$ cat config.mk
export PLATFORM = sky130hd
export DESIGN_NAME = equal_block_partitioner
export DESIGN_NICKNAME = d
export VERILOG_FILES = /design/src/rtl/ebp_pkg.sv /design/src/rtl/ebp_alu.sv /design/src/rtl/equal_block_partitioner.sv
export SDC_FILE = /design/constraint.sdc
export NUM_CORES = 1
export LEC_CHECK = 0
export ABC_CLOCK_PERIOD_IN_PS = 26800
export BUFFER_PORTS_ARGS = -buffer_cell sky130_fd_sc_hd__buf_4
export CAP_MARGIN = 30
export CORE_UTILIZATION = 35
export CTS_CLUSTER_DIAMETER = 120
export DETAILED_ROUTE_END_ITERATION = 6
export PLACE_DENSITY_LB_ADDON = 0.08
export REMOVE_ABC_BUFFERS = 1
export SLEW_MARGIN = 20
export SYNTH_ARGS = -nofsm -noshare
export SYNTH_HDL_FRONTEND = slang
export SYNTH_SLANG_ARGS = --single-unit
$ cat constraint.sdc
create_clock -name i_clk -period 26.8 [get_ports i_clk]
set_input_delay 2.68 -clock i_clk [delete_from_list [all_inputs] [get_ports i_clk]]
set_output_delay 2.68 -clock i_clk [all_outputs]
set_load 0.01 [all_outputs]
$ cat src/rtl/ebp_pkg.sv
`default_nettype none

package ebp_pkg;

    localparam int unsigned WORD_W  = 32;
    localparam int unsigned HALF_W  = 16;
    localparam int unsigned PAD_W   = 33;
    localparam int unsigned STEP_W  = 5;
    localparam int unsigned IDX_W   = 2;
    localparam int unsigned OUT_W   = 216;

    typedef enum logic {
        ALU_DIV,
        ALU_MUL
    } t_alu_op;

    typedef struct packed {
        logic    start;
        t_alu_op op;
    } t_alu_req;

    typedef enum logic [IDX_W-1:0] {
        REG_SYMBOL_LIMIT = 2'd0,
        REG_SYMBOL_BYTES = 2'd1,
        REG_OBJECT_BYTES = 2'd2
    } t_reg_idx;

endpackage

`default_nettype wire

$ cat src/rtl/ebp_alu.sv
`default_nettype none

// Bit-serial unit: restoring divide (quotient in lo, remainder in hi) or
// shift-add multiply (product in {hi, lo}), one bit per cycle.
module ebp_alu
    import ebp_pkg::*;
(
    input  wire logic              i_clk,
    input  wire logic              i_rst_n,
    input  wire t_alu_req          i_req,
    input  wire logic [WORD_W-1:0] i_a,
    input  wire logic [WORD_W-1:0] i_b,
    output logic                   o_done,
    output logic [WORD_W-1:0]      o_hi,
    output logic [WORD_W-1:0]      o_lo
);

    logic              r_busy;
    logic              r_done;
    t_alu_op           r_op;
    logic [STEP_W-1:0] r_cnt;
    logic [WORD_W-1:0] r_hi;
    logic [WORD_W-1:0] r_lo;
    logic [WORD_W-1:0] r_b;

    logic [WORD_W:0]   w_rem_sh;
    logic              w_ge;
    logic [WORD_W:0]   w_rem_sub;
    logic [WORD_W:0]   w_sum;

    always_comb begin
        w_rem_sh  = {r_hi, r_lo[WORD_W-1]};
        w_ge      = (w_rem_sh >= {1'b0, r_b});
        w_rem_sub = w_rem_sh - {1'b0, r_b};
        w_sum     = {1'b0, r_hi} + (r_lo[0] ? {1'b0, r_b} : '0);
    end

    always_ff @(posedge i_clk) begin
        if (!i_rst_n) begin
            r_busy <= 1'b0;
            r_done <= 1'b0;
            r_cnt  <= '0;
        end else begin
            if (i_req.start) begin
                r_busy <= 1'b1;
                r_done <= 1'b0;
                r_cnt  <= '0;
                r_op   <= i_req.op;
                r_hi   <= '0;
                r_lo   <= i_a;
                r_b    <= i_b;
            end else if (r_busy) begin
                unique case (r_op)
                    ALU_DIV: begin
                        r_hi <= w_ge ? w_rem_sub[WORD_W-1:0] : w_rem_sh[WORD_W-1:0];
                        r_lo <= {r_lo[WORD_W-2:0], w_ge};
                    end
                    ALU_MUL: begin
                        r_hi <= w_sum[WORD_W:1];
                        r_lo <= {w_sum[0], r_lo[WORD_W-1:1]};
                    end
                    default: begin
                        r_hi <= r_hi;
                    end
                endcase
                r_cnt <= r_cnt + 1'b1;
                if (r_cnt == {STEP_W{1'b1}}) begin
                    r_busy <= 1'b0;
                    r_done <= 1'b1;
                end
            end else begin
                r_done <= 1'b0;
            end
        end
    end

    assign o_done = r_done;
    assign o_hi   = r_hi;
    assign o_lo   = r_lo;

endmodule

`default_nettype wire

$ cat src/rtl/equal_block_partitioner.sv
`default_nettype none

// Equal block partitioner: answers geometry queries for an object that is
// cut into blocks of an equal number of symbols.
// Configuration: write symbol_limit (index 0), symbol_bytes (1) and
// object_bytes (2) through i_cfg_we / i_cfg_idx / i_cfg_data while idle.
// Query channel (s_axis): one request carries a block number. Result
// channel (m_axis): one result per request; tuser flags a block past the end.
// Arithmetic: every division and multiplication runs on one bit-serial
// unit. A query costs (2 + E) divisions plus, for a block in range, three
// multiplications, E being the Euclid steps (1 to about 24). The sequencer
// over that unit sets the rate; one request is in work at a time and
// s_axis_tready is high only when idle.
// If any register is zero, the sequencer goes straight from S_IDLE to
// S_FINISH and the result has all fields zero; a block past the end is found
// after the block count division and also returns all fields zero.
// The result register holds a finished result while the receiver stalls;
// the next request is taken meanwhile and waits at its end for the slot.
// Reset sets all three registers to one and empties the result register.
module equal_block_partitioner
    import ebp_pkg::*;
(
    input  wire logic              i_clk,
    input  wire logic              i_rst_n,
    input  wire logic              i_cfg_we,
    input  wire logic [IDX_W-1:0]  i_cfg_idx,
    input  wire logic [WORD_W-1:0] i_cfg_data,
    input  wire logic              s_axis_tvalid,
    output logic                   s_axis_tready,
    input  wire logic [WORD_W-1:0] s_axis_tdata,   // block_number
    output logic                   m_axis_tvalid,
    input  wire logic              m_axis_tready,
    // symbols_each, block_bytes, offset_bytes, used_bytes, block_count,
    // symbol_count, padded_bytes, zero fill
    output logic [OUT_W-1:0]       m_axis_tdata,
    output logic                   m_axis_tuser    // out_of_range
);

    typedef enum logic [3:0] {
        S_IDLE,
        S_TOTAL,
        S_GCD,
        S_GCD_WAIT,
        S_COUNT,
        S_RANGE,
        S_BSIZE,
        S_OFFSET,
        S_PAD,
        S_FINISH
    } t_state;

    t_state            r_state;

    logic [HALF_W-1:0] r_limit;
    logic [HALF_W-1:0] r_sym_bytes;
    logic [WORD_W-1:0] r_obj_bytes;

    logic [WORD_W-1:0] r_bn;
    logic              r_oor;
    logic [WORD_W-1:0] r_total;
    logic [WORD_W-1:0] r_ga;
    logic [WORD_W-1:0] r_gb;
    logic [HALF_W-1:0] r_each;
    logic [WORD_W-1:0] r_count;
    logic [WORD_W-1:0] r_bsize;
    logic [WORD_W-1:0] r_offset;
    logic [WORD_W-1:0] r_used;
    logic [PAD_W-1:0]  r_padded;

    t_alu_req          r_alu_req;
    logic [WORD_W-1:0] r_alu_a;
    logic [WORD_W-1:0] r_alu_b;
    logic              w_alu_done;
    logic [WORD_W-1:0] w_alu_hi;
    logic [WORD_W-1:0] w_alu_lo;

    logic              r_out_valid;
    logic [OUT_W-1:0]  r_out_data;
    logic              r_out_user;

    logic              w_accept;
    logic              w_zero_cfg;
    logic [WORD_W-1:0] w_remain;
    logic              w_slot_free;

    ebp_alu u_alu (
        .i_clk   (i_clk),
        .i_rst_n (i_rst_n),
        .i_req   (r_alu_req),
        .i_a     (r_alu_a),
        .i_b     (r_alu_b),
        .o_done  (w_alu_done),
        .o_hi    (w_alu_hi),
        .o_lo    (w_alu_lo)
    );

    always_comb begin
        w_accept    = s_axis_tvalid && (r_state == S_IDLE);
        w_zero_cfg  = (r_limit == '0) || (r_sym_bytes == '0) || (r_obj_bytes == '0);
        // offset never passes the last object byte for a valid block
        w_remain    = r_obj_bytes - w_alu_lo;
        w_slot_free = !r_out_valid || m_axis_tready;
    end

    // Configuration registers
    always_ff @(posedge i_clk) begin
        if (!i_rst_n) begin
            r_limit     <= HALF_W'(1);
            r_sym_bytes <= HALF_W'(1);
            r_obj_bytes <= WORD_W'(1);
        end else if (i_cfg_we) begin
            unique case (i_cfg_idx)
                REG_SYMBOL_LIMIT: r_limit     <= i_cfg_data[HALF_W-1:0];
                REG_SYMBOL_BYTES: r_sym_bytes <= i_cfg_data[HALF_W-1:0];
                REG_OBJECT_BYTES: r_obj_bytes <= i_cfg_data;
                default:          r_limit     <= r_limit;
            endcase
        end
    end

    // Sequencer and result register
    always_ff @(posedge i_clk) begin
        if (!i_rst_n) begin
            r_state     <= S_IDLE;
            r_alu_req   <= '{start: 1'b0, op: ALU_DIV};
            r_out_valid <= 1'b0;
        end else begin
            // start is a one-cycle pulse; the wait states never issue again
            if (r_alu_req.start) begin
                r_alu_req.start <= 1'b0;
            end
            // S_FINISH reloads the slot itself when it drains
            if (r_out_valid && m_axis_tready && (r_state != S_FINISH)) begin
                r_out_valid <= 1'b0;
            end

            unique case (r_state)
                S_IDLE: begin
                    if (w_accept) begin
                        r_bn  <= s_axis_tdata;
                        r_oor <= w_zero_cfg;
                        if (w_zero_cfg) begin
                            r_state <= S_FINISH;
                        end else begin
                            // symbol count = (object_bytes - 1) / symbol_bytes + 1
                            r_alu_req <= '{start: 1'b1, op: ALU_DIV};
                            r_alu_a   <= r_obj_bytes - 1'b1;
                            r_alu_b   <= {{(WORD_W-HALF_W){1'b0}}, r_sym_bytes};
                            r_state   <= S_TOTAL;
                        end
                    end
                end
                S_TOTAL: begin
                    if (w_alu_done) begin
                        r_total <= w_alu_lo + 1'b1;
                        r_ga    <= w_alu_lo + 1'b1;
                        r_gb    <= {{(WORD_W-HALF_W){1'b0}}, r_limit};
                        r_state <= S_GCD;
                    end
                end
                S_GCD: begin
                    if (r_gb == '0) begin
                        // gcd found; it never exceeds symbol_limit
                        r_each    <= r_ga[HALF_W-1:0];
                        r_alu_req <= '{start: 1'b1, op: ALU_DIV};
                        r_alu_a   <= r_total;
                        r_alu_b   <= {{(WORD_W-HALF_W){1'b0}}, r_ga[HALF_W-1:0]};
                        r_state   <= S_COUNT;
                    end else begin
                        r_alu_req <= '{start: 1'b1, op: ALU_DIV};
                        r_alu_a   <= r_ga;
                        r_alu_b   <= r_gb;
                        r_state   <= S_GCD_WAIT;
                    end
                end
                S_GCD_WAIT: begin
                    if (w_alu_done) begin
                        r_ga    <= r_gb;
                        r_gb    <= w_alu_hi;
                        r_state <= S_GCD;
                    end
                end
                S_COUNT: begin
                    if (w_alu_done) begin
                        r_count <= w_alu_lo;
                        r_state <= S_RANGE;
                    end
                end
                S_RANGE: begin
                    if (r_bn >= r_count) begin
                        r_oor   <= 1'b1;
                        r_state <= S_FINISH;
                    end else begin
                        r_alu_req <= '{start: 1'b1, op: ALU_MUL};
                        r_alu_a   <= {{(WORD_W-HALF_W){1'b0}}, r_each};
                        r_alu_b   <= {{(WORD_W-HALF_W){1'b0}}, r_sym_bytes};
                        r_state   <= S_BSIZE;
                    end
                end
                S_BSIZE: begin
                    if (w_alu_done) begin
                        r_bsize   <= w_alu_lo;
                        r_alu_req <= '{start: 1'b1, op: ALU_MUL};
                        r_alu_a   <= w_alu_lo;
                        r_alu_b   <= r_bn;
                        r_state   <= S_OFFSET;
                    end
                end
                S_OFFSET: begin
                    if (w_alu_done) begin
                        r_offset  <= w_alu_lo;
                        // clip the last block at the object end
                        r_used    <= (w_remain < r_bsize) ? w_remain : r_bsize;
                        r_alu_req <= '{start: 1'b1, op: ALU_MUL};
                        r_alu_a   <= r_total;
                        r_alu_b   <= {{(WORD_W-HALF_W){1'b0}}, r_sym_bytes};
                        r_state   <= S_PAD;
                    end
                end
                S_PAD: begin
                    if (w_alu_done) begin
                        r_padded <= {w_alu_hi[0], w_alu_lo};
                        r_state  <= S_FINISH;
                    end
                end
                S_FINISH: begin
                    // hold until the result slot is free
                    if (w_slot_free) begin
                        r_out_valid <= 1'b1;
                        r_out_user  <= r_oor;
                        if (r_oor) begin
                            r_out_data <= '0;
                        end else begin
                            r_out_data <= {{(OUT_W-HALF_W-5*WORD_W-PAD_W){1'b0}},
                                           r_padded, r_total, r_count, r_used,
                                           r_offset, r_bsize, r_each};
                        end
                        r_state <= S_IDLE;
                    end
                end
                default: begin
                    r_state <= S_IDLE;
                end
            endcase
        end
    end

    assign s_axis_tready = (r_state == S_IDLE);
    assign m_axis_tvalid = r_out_valid;
    assign m_axis_tdata  = r_out_data;
    assign m_axis_tuser  = r_out_user;

endmodule

`default_nettype wire

==> flow_summary_export.csv <==
group,metric,value,unit
outcome,status,"finished, final reports clean",
cells_and_area,final_common_cell,"edfxtp_1",
die,initial_utilization,35.5,%
sta,achievable-frequency,157,MHz
yosys,yosys_warnings,0,
yosys,dominantRegCellSynth,"edfxtp_1",
global_route,largest_net_degree_at_the_start_of_global_routing,80,
sta,rsz_0062_raised_after_global_routing,"false",
routing,drt_first_iter_violations,2157,
min_path,holdPathStages,0,
cells_and_area,fillers,9722,
routing,routed-via-count,25500,
yosys,yosys_register_bits,755,
job,cap_violations,0,
die,io_pins,290,
cells_and_area,layout.cells.most_common_list,"677 x edfxtp_1, 324 x buf_4, 277 x nand2_1",
worst_setup_path,crit-reg2reg-launch,"u_alu.o_lo[0]$_DFFE_PP_",
min_path,worstHoldPathType,"register to register",
global_route,grt-ovfl-total,0,
sta,actual_transition_at_the_worst_max_transition_pin,1.21,ns
placed_design,pre_cts_ws,20.61,ns
routing,drt-wirelength-per-cell,24.9,um
pwr,power.density_cell_area,81.2,nW/um^2
clock_tree,clk_latency,0.67,ns
placed_design,place.port_buffers,282,
min_path,worst_hold_startpoint,"r_alu_b[18]$_DFFE_PP_",
clock_tree,postCtsResizedCells,0,
clock_tree,htree_levels,3,
die,floorplan.die.width,324,um
clock_tree,numCtsBuffers,88,
yosys,async_flop_share,0,%
worst_setup_path,worst_ep_arrival_time,6.75,ns
clock_tree,root_buffer,"clkbuf_16",
worst_setup_path,crit_path_start_kind,"register",
worst_setup_path,reg2reg_setup_slack,20.45,ns
sta,hold_violations,0,
worst_setup_path,worstPathCellList,"ha_1, inv_1, fa_1, a21o_1, a221oi_1, o211ai_1, a21oi_1, o21a_1, o21bai_1, a21oi_1, xnor2_1, ha_1, a21o_1, a21o_1, a2111oi_0, o21bai_1, o21ai_0, a21oi_1, a2111oi_2, buf_4, mux2_2",
sta,fin_setup_tns,0,ns
global_route,grt_antenna_before_repair,0,
routing,post_drt_via_cell_ratio,5.37,
global_route,grt.total_usage,21.9,%
die,design.die.area,105000,um^2
worst_setup_path,setup_crit_end_kind,"register",
sta,setup-violations-final,0,
cells_and_area,largest_register_ff_count,209,
sta,fin_crit_sh,23.7,%
clock_tree,clock_sinks,755,
clock_tree,max-clock-path-buffers,3,
yosys,synth_sequential_area_ratio,60.2,%
clock_tree,cts.repair_timing.setup_buffer_count,0,
cells_and_area,num_antenna_cells,0,
worst_setup_path,worst-r2r-cell-count,21,
yosys,netlist-cell-type-count,83,
min_path,min_delay_worst_endpoint,"u_alu.r_b[18]$_DFFE_PP_",
routing,totalWireLength,118000,um
clock_tree,cts.clk_slew.worst_paths,0.06,ns
global_route,grt_pass1_wl,173000,um
global_route,grt_pass1_vias,25500,
worst_setup_path,critical_path_peak_fanout,32,
sta,finalMaxSlewViolations,0,
placed_design,gp_congestion,0.881,
pwr,vdd.ir_drop.worst,0.0479,mV
cells_and_area,final_layout_size_suffix_gt1_share,17.4,%
sta,clock_skew,0.0322,ns
yosys,mappedNetlistArea,36400,um^2
sta,postLayoutSetupSlackWorst,20.45,ns
cells_and_area,nNetsFinal,3548,
pwr,leakage_power,16.2,nW
routing,drt-pass1-iter-count,6,
clock_tree,cts-hold-fix-buffers,0,
pwr,power.total,3.49,mW
die,placeableCoreArea,102000,um^2
sta,layout_min_cycle_time,6.35,ns
worst_setup_path,slowest_delay,0.75,ns
die,floorplan_row_count,117,
routing,drtAntennaViolNets,0,
worst_setup_path,critical-path-slowest-cell,"edfxtp_1",
yosys,synth_enable_flop_cells,677,
placed_design,dp_hpwl,84500,um
sta,holdWs,0.415,ns
cells_and_area,finalCoreUtilization,42.0,%
die,die_h,324,um
routing,drt_drc_violations_left,0,
cells_and_area,syn2layout_area_growth,18.1,%
clock_tree,tritoncts,"yes",
worst_setup_path,data_required_time_at_the_worst_endpoint,27.20,ns
sta,timing.max_slew.rel_slack,17.2,%
yosys,post_synth_inst_count,3027,
yosys,synth_area_per_cell,12.0,um^2
worst_setup_path,crit-reg2reg-capture,"r_used[10]$_DFFE_PP_",
worst_setup_path,setup.worst_path.class,"register to register",
[worst max-delay path, delay by kind of cell (launching register included)]
kind,cells,cell delay [ns]
xor+xnor,1,0.12
flops,1,0.75
buf+inv,2,0.53
fa+ha+maj,3,0.89
mux,1,0.40
compound gates,14,3.41
[synthesized netlist by cell type (all sizes together), types with 7 or more instances]
| library cell | n | area (um^2) |
|---|---|---|
| a41oi | 7 | 61.3 |
| o211ai | 16 | 120 |
| nor3 | 38 | 211 |
| nand4 | 27 | 169 |
| o21a | 13 | 97.6 |
| o22ai | 9 | 56.3 |
| and2 | 13 | 81.3 |
| and3 | 38 | 239 |
| edfxtp | 677 | 20300 |
| a21oi | 202 | 1010 |
| nor4 | 33 | 206 |
| nand3 | 46 | 235 |
| mux2 | 76 | 856 |
| a221o | 34 | 340 |
| xnor2 | 98 | 858 |
| buf | 21 | 120 |
| a31oi | 14 | 87.6 |
| nand2 | 280 | 1050 |
| inv | 164 | 616 |
| a22o | 18 | 158 |
| or2 | 9 | 56.3 |
| o21ai | 106 | 531 |
| nor2 | 212 | 796 |
| dfxtp | 78 | 1560 |
| ha | 162 | 2030 |
| nand2b | 11 | 68.8 |
| or3 | 17 | 108 |
| a221oi | 38 | 333 |
| a311oi | 10 | 87.6 |
| nor2b | 165 | 1030 |
| a211oi | 22 | 165 |
| clkbuf | 118 | 473 |
| a2111oi | 7 | 63.8 |
| a21o | 63 | 473 |
| o21bai | 11 | 82.6 |
| xor2 | 41 | 359 |
| mux2i | 48 | 480 |
[logic make-up after synthesis]
logic type	synth area share, %
adders and majority gates	5.73
DFF	60.2
buffers and inverters	3.35
and+or+nand+nor	12.3
xor gates and xnor gates	3.35
AOI/OAI and AO/OA	11.4
other	0.0103
muxes	3.67
[area by class of cell]
type / count / area (um^2) / share of cell area, %
well taps: 1368 / 1710 / 3.98
clock inverters: 50 / 489 / 1.14
clock buffers: 112 / 2340 / 5.45
flip-flops and latches: 755 / 21900 / 50.9
multi-input cells: 1974 / 13400 / 31.2
inverters: 164 / 616 / 1.43
repair buffers: 329 / 2540 / 5.91
[through the flow]
stage	instance area [um^2]	cells
finish	43000	4752
global route	43000	4752
CTS	42900	4748
detailed placement	40100	4586
global placement	40000	4582
floorplan	35800	2893
[worst max path at each step]
| stage | startpoint | endpoint | slack, ns | depth (start not counted) |
|---|---|---|---|---|
| 6_report | u_alu.o_lo[0]$_DFFE_PP_ | r_used[10]$_DFFE_PP_ | 20.45 | 21 |
| 5_1_grt | u_alu.o_lo[2]$_DFFE_PP_ | r_used[13]$_DFFE_PP_ | 19.98 | 20 |
| 3_5_place_dp | u_alu.o_lo[0]$_DFFE_PP_ | r_used[10]$_DFFE_PP_ | 20.61 | 21 |
| 2_1_floorplan | i_rst_n | m_axis_tdata[0]$_SDFFCE_PP0P_ | 7.54 | 2 |
| 4_1_cts | u_alu.o_lo[2]$_DFFE_PP_ | r_used[10]$_DFFE_PP_ | 20.59 | 20 |
| 3_3_place_gp | u_alu.o_lo[0]$_DFFE_PP_ | r_used[4]$_DFFE_PP_ | 20.57 | 21 |
[per-layer routing]
layer / up-vias / GRT usage, % / routed length (um)
li1: 11800 / - / -
met1: 12800 / 31.6 / 56100
met5: - / 0 / 0
met3: 147 / 2.86 / 5750
met2: 811 / 34.0 / 53100
met4: 0 / 7.29 / 3380
[where the power goes]
group / switching, mW / leakage, nW / internal (mW)
sequential: 0.0835 / 6.83 / 1.41
clock: 0.507 / 1.38 / 0.689
combinational: 0.499 / 8.03 / 0.304
(Power assumes the default switching activity.)
